==> src/rtl/fhal_pkg.sv <==
// ----------------------------------------------------------------------------
// fhal_pkg
// Shared types and constants of the fastbin heap allocator.
// ----------------------------------------------------------------------------
`default_nettype none

package fhal_pkg;

  // Fixed field widths of the request and result items.
  localparam int unsigned ADDR_W = 10;
  localparam int unsigned REQ_W  = 10;

  // Default configuration of the heap.
  localparam int unsigned HEAP_BYTES_DEF    = 1024;
  localparam int unsigned HEADER_BYTES_DEF  = 32;
  localparam int unsigned MAX_BIN_CHUNK_DEF = 128;
  localparam int unsigned BIN_COUNT_DEF     = 16;

  typedef enum logic {
    OP_ALLOC = 1'b0,
    OP_FREE  = 1'b1
  } opcode_t;

  typedef enum logic [1:0] {
    ST_OK        = 2'd0,
    ST_TOO_LARGE = 2'd1,
    ST_EXHAUSTED = 2'd2,
    ST_BAD_FREE  = 2'd3
  } status_t;

  typedef struct packed {
    opcode_t           opcode;
    logic [REQ_W-1:0]  request_bytes;
    logic [ADDR_W-1:0] free_address;
  } req_t;

  typedef struct packed {
    logic [ADDR_W-1:0] user_address;
    status_t           status;
  } rsp_t;

endpackage

`default_nettype wire

==> src/rtl/fhal_bin_mem.sv <==
// ----------------------------------------------------------------------------
// fhal_bin_mem
// Bin head store: one head offset per bin, synchronous read, valid bits.
// ----------------------------------------------------------------------------
`default_nettype none

module fhal_bin_mem #(
  parameter int unsigned HEAP_BYTES = fhal_pkg::HEAP_BYTES_DEF,
  parameter int unsigned BIN_COUNT  = fhal_pkg::BIN_COUNT_DEF
) (
  input  wire logic                              clk,
  input  wire logic                              rst,
  input  wire logic [$clog2(BIN_COUNT)-1:0]      raddr,
  output logic      [$clog2(HEAP_BYTES+1)-1:0]   rdata,
  input  wire logic                              we,
  input  wire logic [$clog2(BIN_COUNT)-1:0]      waddr,
  input  wire logic [$clog2(HEAP_BYTES+1)-1:0]   wdata
);

  localparam int unsigned OFS_W = $clog2(HEAP_BYTES + 1);

  logic [OFS_W-1:0]     mem [BIN_COUNT];
  logic [BIN_COUNT-1:0] valid;
  logic [OFS_W-1:0]     mem_q;
  logic                 valid_q;

  always_ff @(posedge clk) begin
    if (we) begin
      mem[waddr] <= wdata;
    end
    mem_q <= mem[raddr];
  end

  // A bin that has never been pushed reads as the empty marker.
  always_ff @(posedge clk) begin
    if (rst) begin
      valid   <= '0;
      valid_q <= 1'b0;
    end else begin
      if (we) begin
        valid[waddr] <= 1'b1;
      end
      valid_q <= valid[raddr];
    end
  end

  assign rdata = valid_q ? mem_q : OFS_W'(HEAP_BYTES);

endmodule

`default_nettype wire

==> config.mk <==
export PLATFORM = sky130hd
export DESIGN_NAME = fhal_bin_mem
export DESIGN_NICKNAME = d
export VERILOG_FILES = /design/src/rtl/fhal_pkg.sv /design/src/rtl/fhal_bin_mem.sv
export SDC_FILE = /design/constraint.sdc
export NUM_CORES = 1
export LEC_CHECK = 0
export BUFFER_PORTS_ARGS = -buffer_cell sky130_fd_sc_hd__buf_2
export CAP_MARGIN = 20
export CORE_ASPECT_RATIO = 1.2
export CORE_MARGIN = 2
export CORE_UTILIZATION = 60
export CTS_BUF_LIST = sky130_fd_sc_hd__clkbuf_16
export CTS_CLUSTER_SIZE = 20
export DETAILED_ROUTE_END_ITERATION = 8
export MAX_ROUTING_LAYER = met4
export PLACE_DENSITY_LB_ADDON = 0.15
export SLEW_MARGIN = 25
export SYNTH_ARGS = -nofsm -noshare
export SYNTH_HDL_FRONTEND = slang
export SYNTH_SLANG_ARGS = --single-unit
==> constraint.sdc <==
create_clock -name clk -period 4 [get_ports clk]
set_input_delay 0.4 -clock clk [delete_from_list [all_inputs] [get_ports clk]]
set_output_delay 0.4 -clock clk [all_outputs]
set_load 0.03 [all_outputs]
==> run summary, run 1 <==
YOSYS
--------------------------------------------------------------------------------
Post-Synthesis Cells ..............................................          374
Number of different library cells in the post-synthesis netlist ...           27
Most numerous cell in the Yosys netlist ...........................     edfxtp_1
Simple-gate share of the synthesized area .........................        4.31%
#FFs+latches synth ................................................          204
Post-Synthesis Net Count ..........................................          396
Post-synthesis async set-or-reset flop share ......................           0%
Ranking of synthesized cells by instance count .................... edfxtp_1 (176), nor2_1 (46), dfxtp_1 (28), mux4_1 (23), mux4_2 (23)
Post-synthesis instance area ......................................     7720 um2
Largest family of logic cells by synthesized area ................. multiplexers
Cell types with the largest area share after synthesis ............ edfxtp_1 (68%), mux4_1 (7.8%), dfxtp_1 (7.3%)
Proportion of synthesized area in mux cells .......................        15.1%
Area share of the largest cell type after synthesis ...............        68.4%
Post-synthesis share of cell area spent on xor and xnor gates .....           0%
Portion of the post-synthesis area used by sequential elements ....        75.7%
Number of enable flip-flop cells after synthesis ..................          176
Average instance area after synthesis .............................     20.7 um2
Ys flop type ......................................................     edfxtp_1
Complex-gate fraction of the synthesized area .....................        3.06%
Total of warnings raised by yosys .................................            0
Cell type with the largest total area after synthesis .............     edfxtp_1
Synth Area in Adders ..............................................           0%

CELLS AND AREA
--------------------------------------------------------------------------------
Number of filler cells placed in the layout .......................          814
Final nets ........................................................          441
Non-filler instance count after layout ............................          596
Growth of design area from synthesis to finish ....................        11.8%
Multi-input combinational cell area ...............................     1790 um2
Fraction of final layout cells with drive strength greater than 1 .        24.3%
Seq. cell area ....................................................     5850 um2
Antenna Diode Count ...............................................            0
Final cell utilization of the core ................................        68.5%
Final design instance area without fill ...........................     8630 um2

WORST SETUP PATH
--------------------------------------------------------------------------------
Slack of the worst reg-to-reg path ................................      2.49 ns
Maximum fanout count along the critical path ......................           23
Type of the worst setup path ......................................    in -> reg
Kind of start point of the critical path ..........................    input pin
Element type at the critical path end .............................    flip-flop
Cell with the largest stage delay on the worst path ...............       mux4_2
CP required .......................................................      4.36 ns
Buffers and inverters on the worst path ...........................            2
Data arrival at the endpoint of the critical path .................      2.44 ns
Critical-path cell list ........................................... buf_2 -> buf_4 -> mux4_2 -> a22o_1 -> a221o_1
Delay of the slowest cell on the worst path .......................      0.55 ns
Top cell family by delay on the critical path ..................... buffers and inverters

PLACE
--------------------------------------------------------------------------------
Quantity of I/O buffers inserted on ports .........................           32
Half-perimeter wire length after placement ........................      8.89 mm
Final estimated routing congestion in global placement ............        0.769
Placed Instance Area ..............................................     8090 um2
Placed cell count .................................................          562

DIE
--------------------------------------------------------------------------------
Overall die area ..................................................    13800 um2
Total number of placement rows ....................................           45
Total core area ...................................................    12600 um2
Width of the die ..................................................       108 um
Starting density of the core ......................................        61.3%
Vertical die dimension ............................................       128 um
Number of placed I/O pins .........................................           33

GRT
--------------------------------------------------------------------------------
Number of global-route vias before repair .........................         3811
Largest net degree at the start of global routing .................           51
Global route overflow .............................................            0
Antenna violations before repair ..................................            0
Global router's overall resource usage ............................        23.9%
First-pass GRT wire length ........................................      22.8 mm

POWER AND IR DROP
--------------------------------------------------------------------------------
Peak supply drop ..................................................       439 uV
Cell Pwr Density ..................................................   483 nW/um2
Lkg Pwr ...........................................................      2.95 nW
Total power of the final layout ...................................      4.17 mW

TIMING
--------------------------------------------------------------------------------
Highest Clock Rate ................................................      481 MHz
Count of endpoints failing setup in the final report ..............            0
Final Slew Violations .............................................            0
Pin slew with the least headroom to its limit .....................      1.07 ns
Setup skew after layout ...........................................    0.0101 ns
Final clock period utilization by the worst path ..................        52.0%
Final hold violation count ........................................            0
Sum of negative setup slack .......................................         0 ns
Min cycle time layout .............................................      2.08 ns
RSZ-0062 raised after global routing ..............................        false
Relative slew slack ...............................................        28.6%

CLOCK TREE
--------------------------------------------------------------------------------
Clock buffer depth ................................................            3
Number of gates resized after cts .................................            0
Hold buffers post-CTS .............................................            0
Post-CTS Setup Repair Bufs ........................................            0
Number of levels the H-tree was split into ........................            1
Clock latency on the worst-skew pair ..............................      0.49 ns
CTS Buf Count .....................................................           19
Clock transition at the registers of the reported paths ...........      0.06 ns
Number of sinks handled by clock tree synthesis ...................          204
Root Buffer .......................................................    clkbuf_16
CTS tree ..........................................................         done

DETAILED ROUTING
--------------------------------------------------------------------------------
DRC violation count after routing .................................            0
Final routed wire length divided by cell count ....................      25.3 um
Via density .......................................................         6.27
Initial DRC Count .................................................          287
TritonRoute pass-1 iters ..........................................            5
Vias after detailed routing .......................................         3735
Overall routed net length .........................................      15.1 mm
Antenna Violating Nets Remaining ..................................            0

STATUS
--------------------------------------------------------------------------------
Status ............................................................ finished, final reports clean

JOB
--------------------------------------------------------------------------------
Max-capacitance violation count ...................................            0

HOLD PATH
--------------------------------------------------------------------------------
HP Class ..........................................................    in -> reg

path summary, 6_finish.rpt:
check | from | to | depth (start not counted)
worst max register to register | mem[1][2] | mem_q[2] | 3
worst max-delay path | raddr[0] | mem_q[8] | 5
worst min-delay path | rst | valid[15] | 2
worst min register to register | valid[1] | valid[1] | 2
power by group:
group	switching, mW	leakage (nW)	internal [mW]	total [mW]
Combinational	0.124	0.835	0.0886	0.213
Sequential	0.0161	1.82	2.36	2.38
Clock	0.716	0.294	0.863	1.58
Total	0.856	2.95	3.32	4.17
layout make-up:
type                       count  area share (%)
sequential                   204            67.7
inverter                       1          0.0435
clock buffer                  19            5.51
tap                          164            2.38
timing repair buffer          44            2.90
clock inverter                15           0.754
multi-input combinational    149            20.7
cells by family (layout without fill, tap and decap cells):
| kind of cell | count (synthesis) | after routing |
|---|---|---|
| compound gates | 26 | 26 |
| simple gates | 73 | 73 |
| mux | 50 | 50 |
| buf+inv | 21 | 79 |
| flops | 204 | 204 |
metrics by stage:
stage | setup slack (ns) | hold WS [ns]
floorplan | 1.84 | 0.432
global placement | 1.41 | 0.450
detailed placement | 1.38 | 0.462
CTS | 1.89 | 0.250
global route | 1.79 | 0.266
finish | 1.92 | 0.274
worst register-to-register path: cells and delay by family (launching register included):
kind            cells  cell delay, ns
mux                 1            0.58
compound gates      2            0.46
flops               1            0.37
flip-flops by register name, indices dropped and copies added (netlist names):
signal / count
mem_q: 11
valid_q: 1
mem: 176
valid: 16
cell usage in the layout, fill, tap and decap left out, types with 12 or more instances in the layout:
master     instances
nor2_1            38
mux4_2            23
mux4_1            23
buf_4             12
buf_2             32
edfxtp_1         176
clkbuf_16         19
dfxtp_1           28
routing by layer:
metal	global-route usage, %	up-vias	part of all wire, %
met1	33.1	1924	41
met2	37.7	148	51
met4	7.47	0	2.3
met5	-	-	0
li1	-	1636	-
met3	3.25	27	5.7
Note: power is estimated with default switching activity, not from simulation.
==> inputs of run 2 (changes only) <==
clock period = 2 ns   (was 4 ns; I/O delays follow)
==> run 2 against run 1 <==
  * Clock power increased by 100%
  * Final cell count is 2.7% higher
  * Total power grew 100%
  * Wire length increased by 3.1%
  * Sequential share of layout area shrank 1.0 points
==> run summary, run 2 (synthesis gave the netlist of run 1 again) <==
CELLS AND AREA
--------------------------------------------------------------------------------
Most flop-heavy register ..........................................          mem
Commonest cells after routing, fill and taps aside ................ edfxtp_1 (176), nor2_1 (46), buf_2 (32)
Top Registers ..................................................... mem (176), valid (16), mem_q (11)
Most common library cell in the layout ignoring fill and taps .....     edfxtp_1
Max FFs per register ..............................................          176
Antenna Diode Count ...............................................            0
Growth of design area from synthesis to finish ....................        13.5%
Fraction of final layout cells with drive strength greater than 1 .        25.7%
Final nets ........................................................          458
Final design instance area without fill ...........................     8770 um2
Number of filler cells placed in the layout .......................          821
Final cell utilization of the core ................................        69.5%

PLACE
--------------------------------------------------------------------------------
Quantity of I/O buffers inserted on ports .........................           32
Final estimated routing congestion in global placement ............        0.754
Placed Instance Area ..............................................     8220 um2
Half-perimeter wire length after placement ........................      9.07 mm

STATUS
--------------------------------------------------------------------------------
Status ............................................................ finished, final reports clean

DIE
--------------------------------------------------------------------------------
Total core area ...................................................    12600 um2
Width of the die ..................................................       108 um
Total number of placement rows ....................................           45
Vertical die dimension ............................................       128 um
Overall die area ..................................................    13800 um2
Starting density of the core ......................................        61.3%
Number of placed I/O pins .........................................           33

WORST SETUP PATH
--------------------------------------------------------------------------------
Delay of the slowest cell on the worst path .......................      0.65 ns
Element type at the critical path end ............................. primary output
Cell with the largest stage delay on the worst path ...............      dfxtp_1
Maximum fanout count along the critical path ......................           11
Type of the worst setup path ......................................   reg -> out
Kind of start point of the critical path ..........................    flip-flop
Critical-path cell list ........................................... and2_1 -> buf_2
Data arrival at the endpoint of the critical path .................      1.58 ns
CP required .......................................................      1.80 ns

CLOCK TREE
--------------------------------------------------------------------------------
Post-CTS Setup Repair Bufs ........................................            0
CTS tree ..........................................................         done
CTS Buf Count .....................................................           19
Clock transition at the registers of the reported paths ...........      0.06 ns
Number of sinks handled by clock tree synthesis ...................          204
Clock buffer depth ................................................            3
Number of levels the H-tree was split into ........................            1
Root Buffer .......................................................    clkbuf_16
Clock latency on the worst-skew pair ..............................      0.47 ns
Number of gates resized after cts .................................            0
Hold buffers post-CTS .............................................            0

GRT
--------------------------------------------------------------------------------
Largest net degree at the start of global routing .................           51
First-pass GRT wire length ........................................      23.4 mm
Antenna violations before repair ..................................            0
Global route overflow .............................................            0
Number of global-route vias before repair .........................         3806
Global router's overall resource usage ............................        24.6%

DETAILED ROUTING
--------------------------------------------------------------------------------
Overall routed net length .........................................      15.6 mm
Via density .......................................................         6.21
Vias after detailed routing .......................................         3800
TritonRoute pass-1 iters ..........................................            4
DRC violation count after routing .................................            0
Initial DRC Count .................................................          232
Final routed wire length divided by cell count ....................      25.4 um
Antenna Violating Nets Remaining ..................................            0

TIMING
--------------------------------------------------------------------------------
Relative slew slack ...............................................        45.2%
Sum of negative setup slack .......................................         0 ns
Final Slew Violations .............................................            0
Setup skew after layout ...........................................    0.0107 ns
Final clock period utilization by the worst path ..................        89.1%
Min cycle time layout .............................................      1.78 ns
Pin slew with the least headroom to its limit .....................     0.818 ns
Final hold violation count ........................................            0
Count of endpoints failing setup in the final report ..............            0
Highest Clock Rate ................................................      561 MHz
RSZ-0062 raised after global routing ..............................        false

JOB
--------------------------------------------------------------------------------
Max-capacitance violation count ...................................            0

POWER AND IR DROP
--------------------------------------------------------------------------------
Lkg Pwr ...........................................................      3.04 nW
Peak supply drop ..................................................       842 uV
Cell Pwr Density ..................................................   953 nW/um2

HOLD PATH
--------------------------------------------------------------------------------
HP Class ..........................................................    in -> reg

==> run 2: critical path: cells and delay by family, from the launching register on <==
family | cells | cell delay, ns
AND/OR/NAND/NOR | 1 | 0.25
flip-flops | 1 | 0.65
buffers and inverters | 1 | 0.21
==> run 2: final cells by class <==
cell class                 count  area, um2  area share (%)
timing repair buffer          61        415            4.74
sequential                   204       5850            66.7
clock buffer                  19        475            5.42
clock inverter                14       68.8           0.785
inverter                       1       3.75          0.0428
tap                          164        205            2.34
multi-input combinational    149       1750            20.0
==> run 2: where the power goes <==
group          switching, mW  internal [mW]  leakage [nW]
registers             0.0317           4.73          1.82
clock network           1.43           1.73         0.282
logic                  0.248          0.192         0.936
==> run 2: routing by layer <==
| layer | GRT usage (%) | share of wire, % | vias up |
|---|---|---|---|
| met3 | 2.59 | 6.5 | 29 |
| li1 | - | - | 1672 |
| met1 | 35.4 | 41 | 1935 |
| met5 | - | 0 | - |
| met4 | 6.49 | 2.2 | 0 |
| met2 | 38.7 | 50 | 164 |
==> run 2: path summary, 6_finish.rpt <==
check | endpoint | slack [ns] | start | depth (start not counted)
max | rdata[5] | 0.22 | valid_q | 2
min reg2reg | valid[1] | 0.46 | valid[1] | 2
max reg2reg | mem_q[4] | 0.52 | mem[11][4] | 3
min | valid_q | 0.07 | raddr[3] | 3
==> run 2: through the flow <==
| step | power [mW] | hold WS, ns | std cells | worst slack, ns |
|---|---|---|---|---|
| 5_1_grt | 8.62 | 0.0754 | 612 | 0.157 |
| 6_report | 8.36 | 0.0683 | 612 | 0.219 |
| 2_1_floorplan | 5.12 | 0.299 | 374 | 0.0448 |
| 3_5_place_dp | 5.29 | 0.456 | 579 | 0.230 |
| 3_3_place_gp | 5.28 | 0.445 | 579 | 0.256 |
| 4_1_cts | 8.42 | 0.0631 | 612 | 0.166 |
==> inputs of run 3 (changes only) <==
CORE_ASPECT_RATIO = not set   (was 1.2)
CORE_MARGIN = 5   (was 2)
==> run 3 against run 2 <==
  * Combinational power is 2% higher
  * Die area is 10% higher
  * Global-route usage is 2.9 points lower
  * Core utilization is 1.3 points higher
  * Setup slack better by 0.082 ns
  * Critical path depth stayed put
  * Non-clock buffer count is 3 higher
  * Via count is 0.82% lower
  * Highest routed layer unchanged
==> run summary, run 3 (synthesis gave the netlist of run 1 again) <==
DIE
--------------------------------------------------------------------------------
Vertical die dimension ............................................       123 um
Starting density of the core ......................................        61.2%
Width of the die ..................................................       123 um
Total core area ...................................................    12600 um2
Number of placed I/O pins .........................................           33
Overall die area ..................................................    15200 um2
Total number of placement rows ....................................           41

GRT
--------------------------------------------------------------------------------
Global route overflow .............................................            0
Global router's overall resource usage ............................        21.7%
Number of global-route vias before repair .........................         3813
Antenna violations before repair ..................................            0
First-pass GRT wire length ........................................      22.8 mm
Largest net degree at the start of global routing .................           27

POWER AND IR DROP
--------------------------------------------------------------------------------
Lkg Pwr ...........................................................      3.11 nW
Cell Pwr Density ..................................................  1010 nW/um2
Peak supply drop ..................................................       654 uV
Total power of the final layout ...................................      8.99 mW

DETAILED ROUTING
--------------------------------------------------------------------------------
Initial DRC Count .................................................          323
Overall routed net length .........................................      15.3 mm
Final routed wire length divided by cell count ....................      24.6 um
Via density .......................................................         6.03
Antenna Violating Nets Remaining ..................................            0
TritonRoute pass-1 iters ..........................................            5
DRC violation count after routing .................................            0
Vias after detailed routing .......................................         3769

PLACE
--------------------------------------------------------------------------------
Final estimated routing congestion in global placement ............        0.821
Half-perimeter wire length after placement ........................      9.59 mm
Placed cell count .................................................          590
Quantity of I/O buffers inserted on ports .........................           32

WORST SETUP PATH
--------------------------------------------------------------------------------
Data arrival at the endpoint of the critical path .................      1.50 ns
Reg-to-reg critical path startpoint ...............................   mem[11][5]
Maximum fanout count along the critical path ......................           11
Cell with the largest stage delay on the worst path ...............      dfxtp_1
Endpoint of the worst-slack reg-to-reg timing path ................     mem_q[5]
Kind of start point of the critical path ..........................    flip-flop
CP required .......................................................      1.80 ns
Type of the worst setup path ......................................   reg -> out
Depth of the worst register-to-register path ......................            3
Delay of the slowest cell on the worst path .......................      0.59 ns
Slack of the worst reg-to-reg path ................................      0.47 ns
Element type at the critical path end ............................. primary output
Critical-path cell list ........................................... and2_1 -> buf_2

CELLS AND AREA
--------------------------------------------------------------------------------
Final nets ........................................................          462
Antenna Diode Count ...............................................            0
Most flop-heavy register ..........................................          mem
Growth of design area from synthesis to finish ....................        15.7%
Seq. cell area ....................................................     5850 um2
Top Registers ..................................................... mem (176), valid (16), mem_q (11)
Number of filler cells placed in the layout .......................          805
Multi-input combinational cell area ...............................     1760 um2
Fraction of final layout cells with drive strength greater than 1 .        27.8%
Max FFs per register ..............................................          176
Commonest cells after routing, fill and taps aside ................ edfxtp_1 (176), nor2_1 (44), buf_2 (32)
Non-filler instance count after layout ............................          625
Most common library cell in the layout ignoring fill and taps .....     edfxtp_1

CLOCK TREE
--------------------------------------------------------------------------------
Clock latency on the worst-skew pair ..............................      0.48 ns
Post-CTS Setup Repair Bufs ........................................            0
CTS tree ..........................................................         done
CTS Buf Count .....................................................           20
Number of sinks handled by clock tree synthesis ...................          204
Hold buffers post-CTS .............................................            0
Number of gates resized after cts .................................            0
Number of levels the H-tree was split into ........................            1
Clock buffer depth ................................................            3
Root Buffer .......................................................    clkbuf_16
Clock transition at the registers of the reported paths ...........      0.06 ns

TIMING
--------------------------------------------------------------------------------
Highest Clock Rate ................................................      588 MHz
Sum of negative setup slack .......................................         0 ns
Setup skew after layout ...........................................   0.00721 ns
Count of endpoints failing setup in the final report ..............            0
Final clock period utilization by the worst path ..................        85.0%
Min cycle time layout .............................................      1.70 ns
Final hold violation count ........................................            0
Worst hold slack across all endpoints .............................    0.0805 ns
Final Slew Violations .............................................            0
Pin slew with the least headroom to its limit .....................     0.723 ns
RSZ-0062 raised after global routing ..............................        false
Relative slew slack ...............................................        51.7%

JOB
--------------------------------------------------------------------------------
Max-capacitance violation count ...................................            0

HOLD PATH
--------------------------------------------------------------------------------
Worst hold stages .................................................            3
End of the worst hold path ........................................      valid_q
HP Class ..........................................................    in -> reg
Source of the worst hold timing path ..............................     raddr[3]

STATUS
--------------------------------------------------------------------------------
Status ............................................................ finished, final reports clean

run 3: final cells by class:
type                       count  share of cell area, %
inverter                       1                 0.0420
tap                          172                   2.41
multi-input combinational    149                   19.7
clock buffer                  21                   5.88
sequential                   204                   65.4
timing repair buffer          64                   4.90
clock inverter                14                   1.74
run 3: critical path: cells and delay by family (launching register included):
family	cells	cell delay, ns
buffers and inverters	1	0.20
flip-flops	1	0.59
AND/OR/NAND/NOR	1	0.23
run 3: how the worst max path moves through the flow:
stage / start / endpoint / depth (start not counted)
6_report: valid_q / rdata[6] / 2
4_1_cts: valid_q / rdata[6] / 2
3_5_place_dp: raddr[0] / mem_q[5] / 5
3_3_place_gp: raddr[0] / mem_q[2] / 5
5_1_grt: valid_q / rdata[6] / 2
2_1_floorplan: waddr[2] / mem[0][0] / 2
run 3: report_power, final:
group          internal [mW]  switching, mW
Combinational          0.194          0.257
Sequential              4.73         0.0312
Clock                   2.30           1.48
run 3: routing by layer:
metal  wire [um]  share of wire [%]  global-route usage, %
met5           0                  0                      -
met4         254                1.7                   4.98
met3         695                4.5                   3.25
met2        8250                 54                   37.3
met1        6140                 40                   27.7
run 3: stage by stage:
stage / util [%] / worst slack, ns / instance area, um2
after detailed placement: 65.4 / 0.195 / 8260
after global routing: 70.9 / 0.222 / 8940
after CTS: 70.8 / 0.277 / 8940
final: 70.9 / 0.300 / 8940
after floorplan: - / 0.0448 / 7720
after global placement: 65.4 / 0.218 / 8260
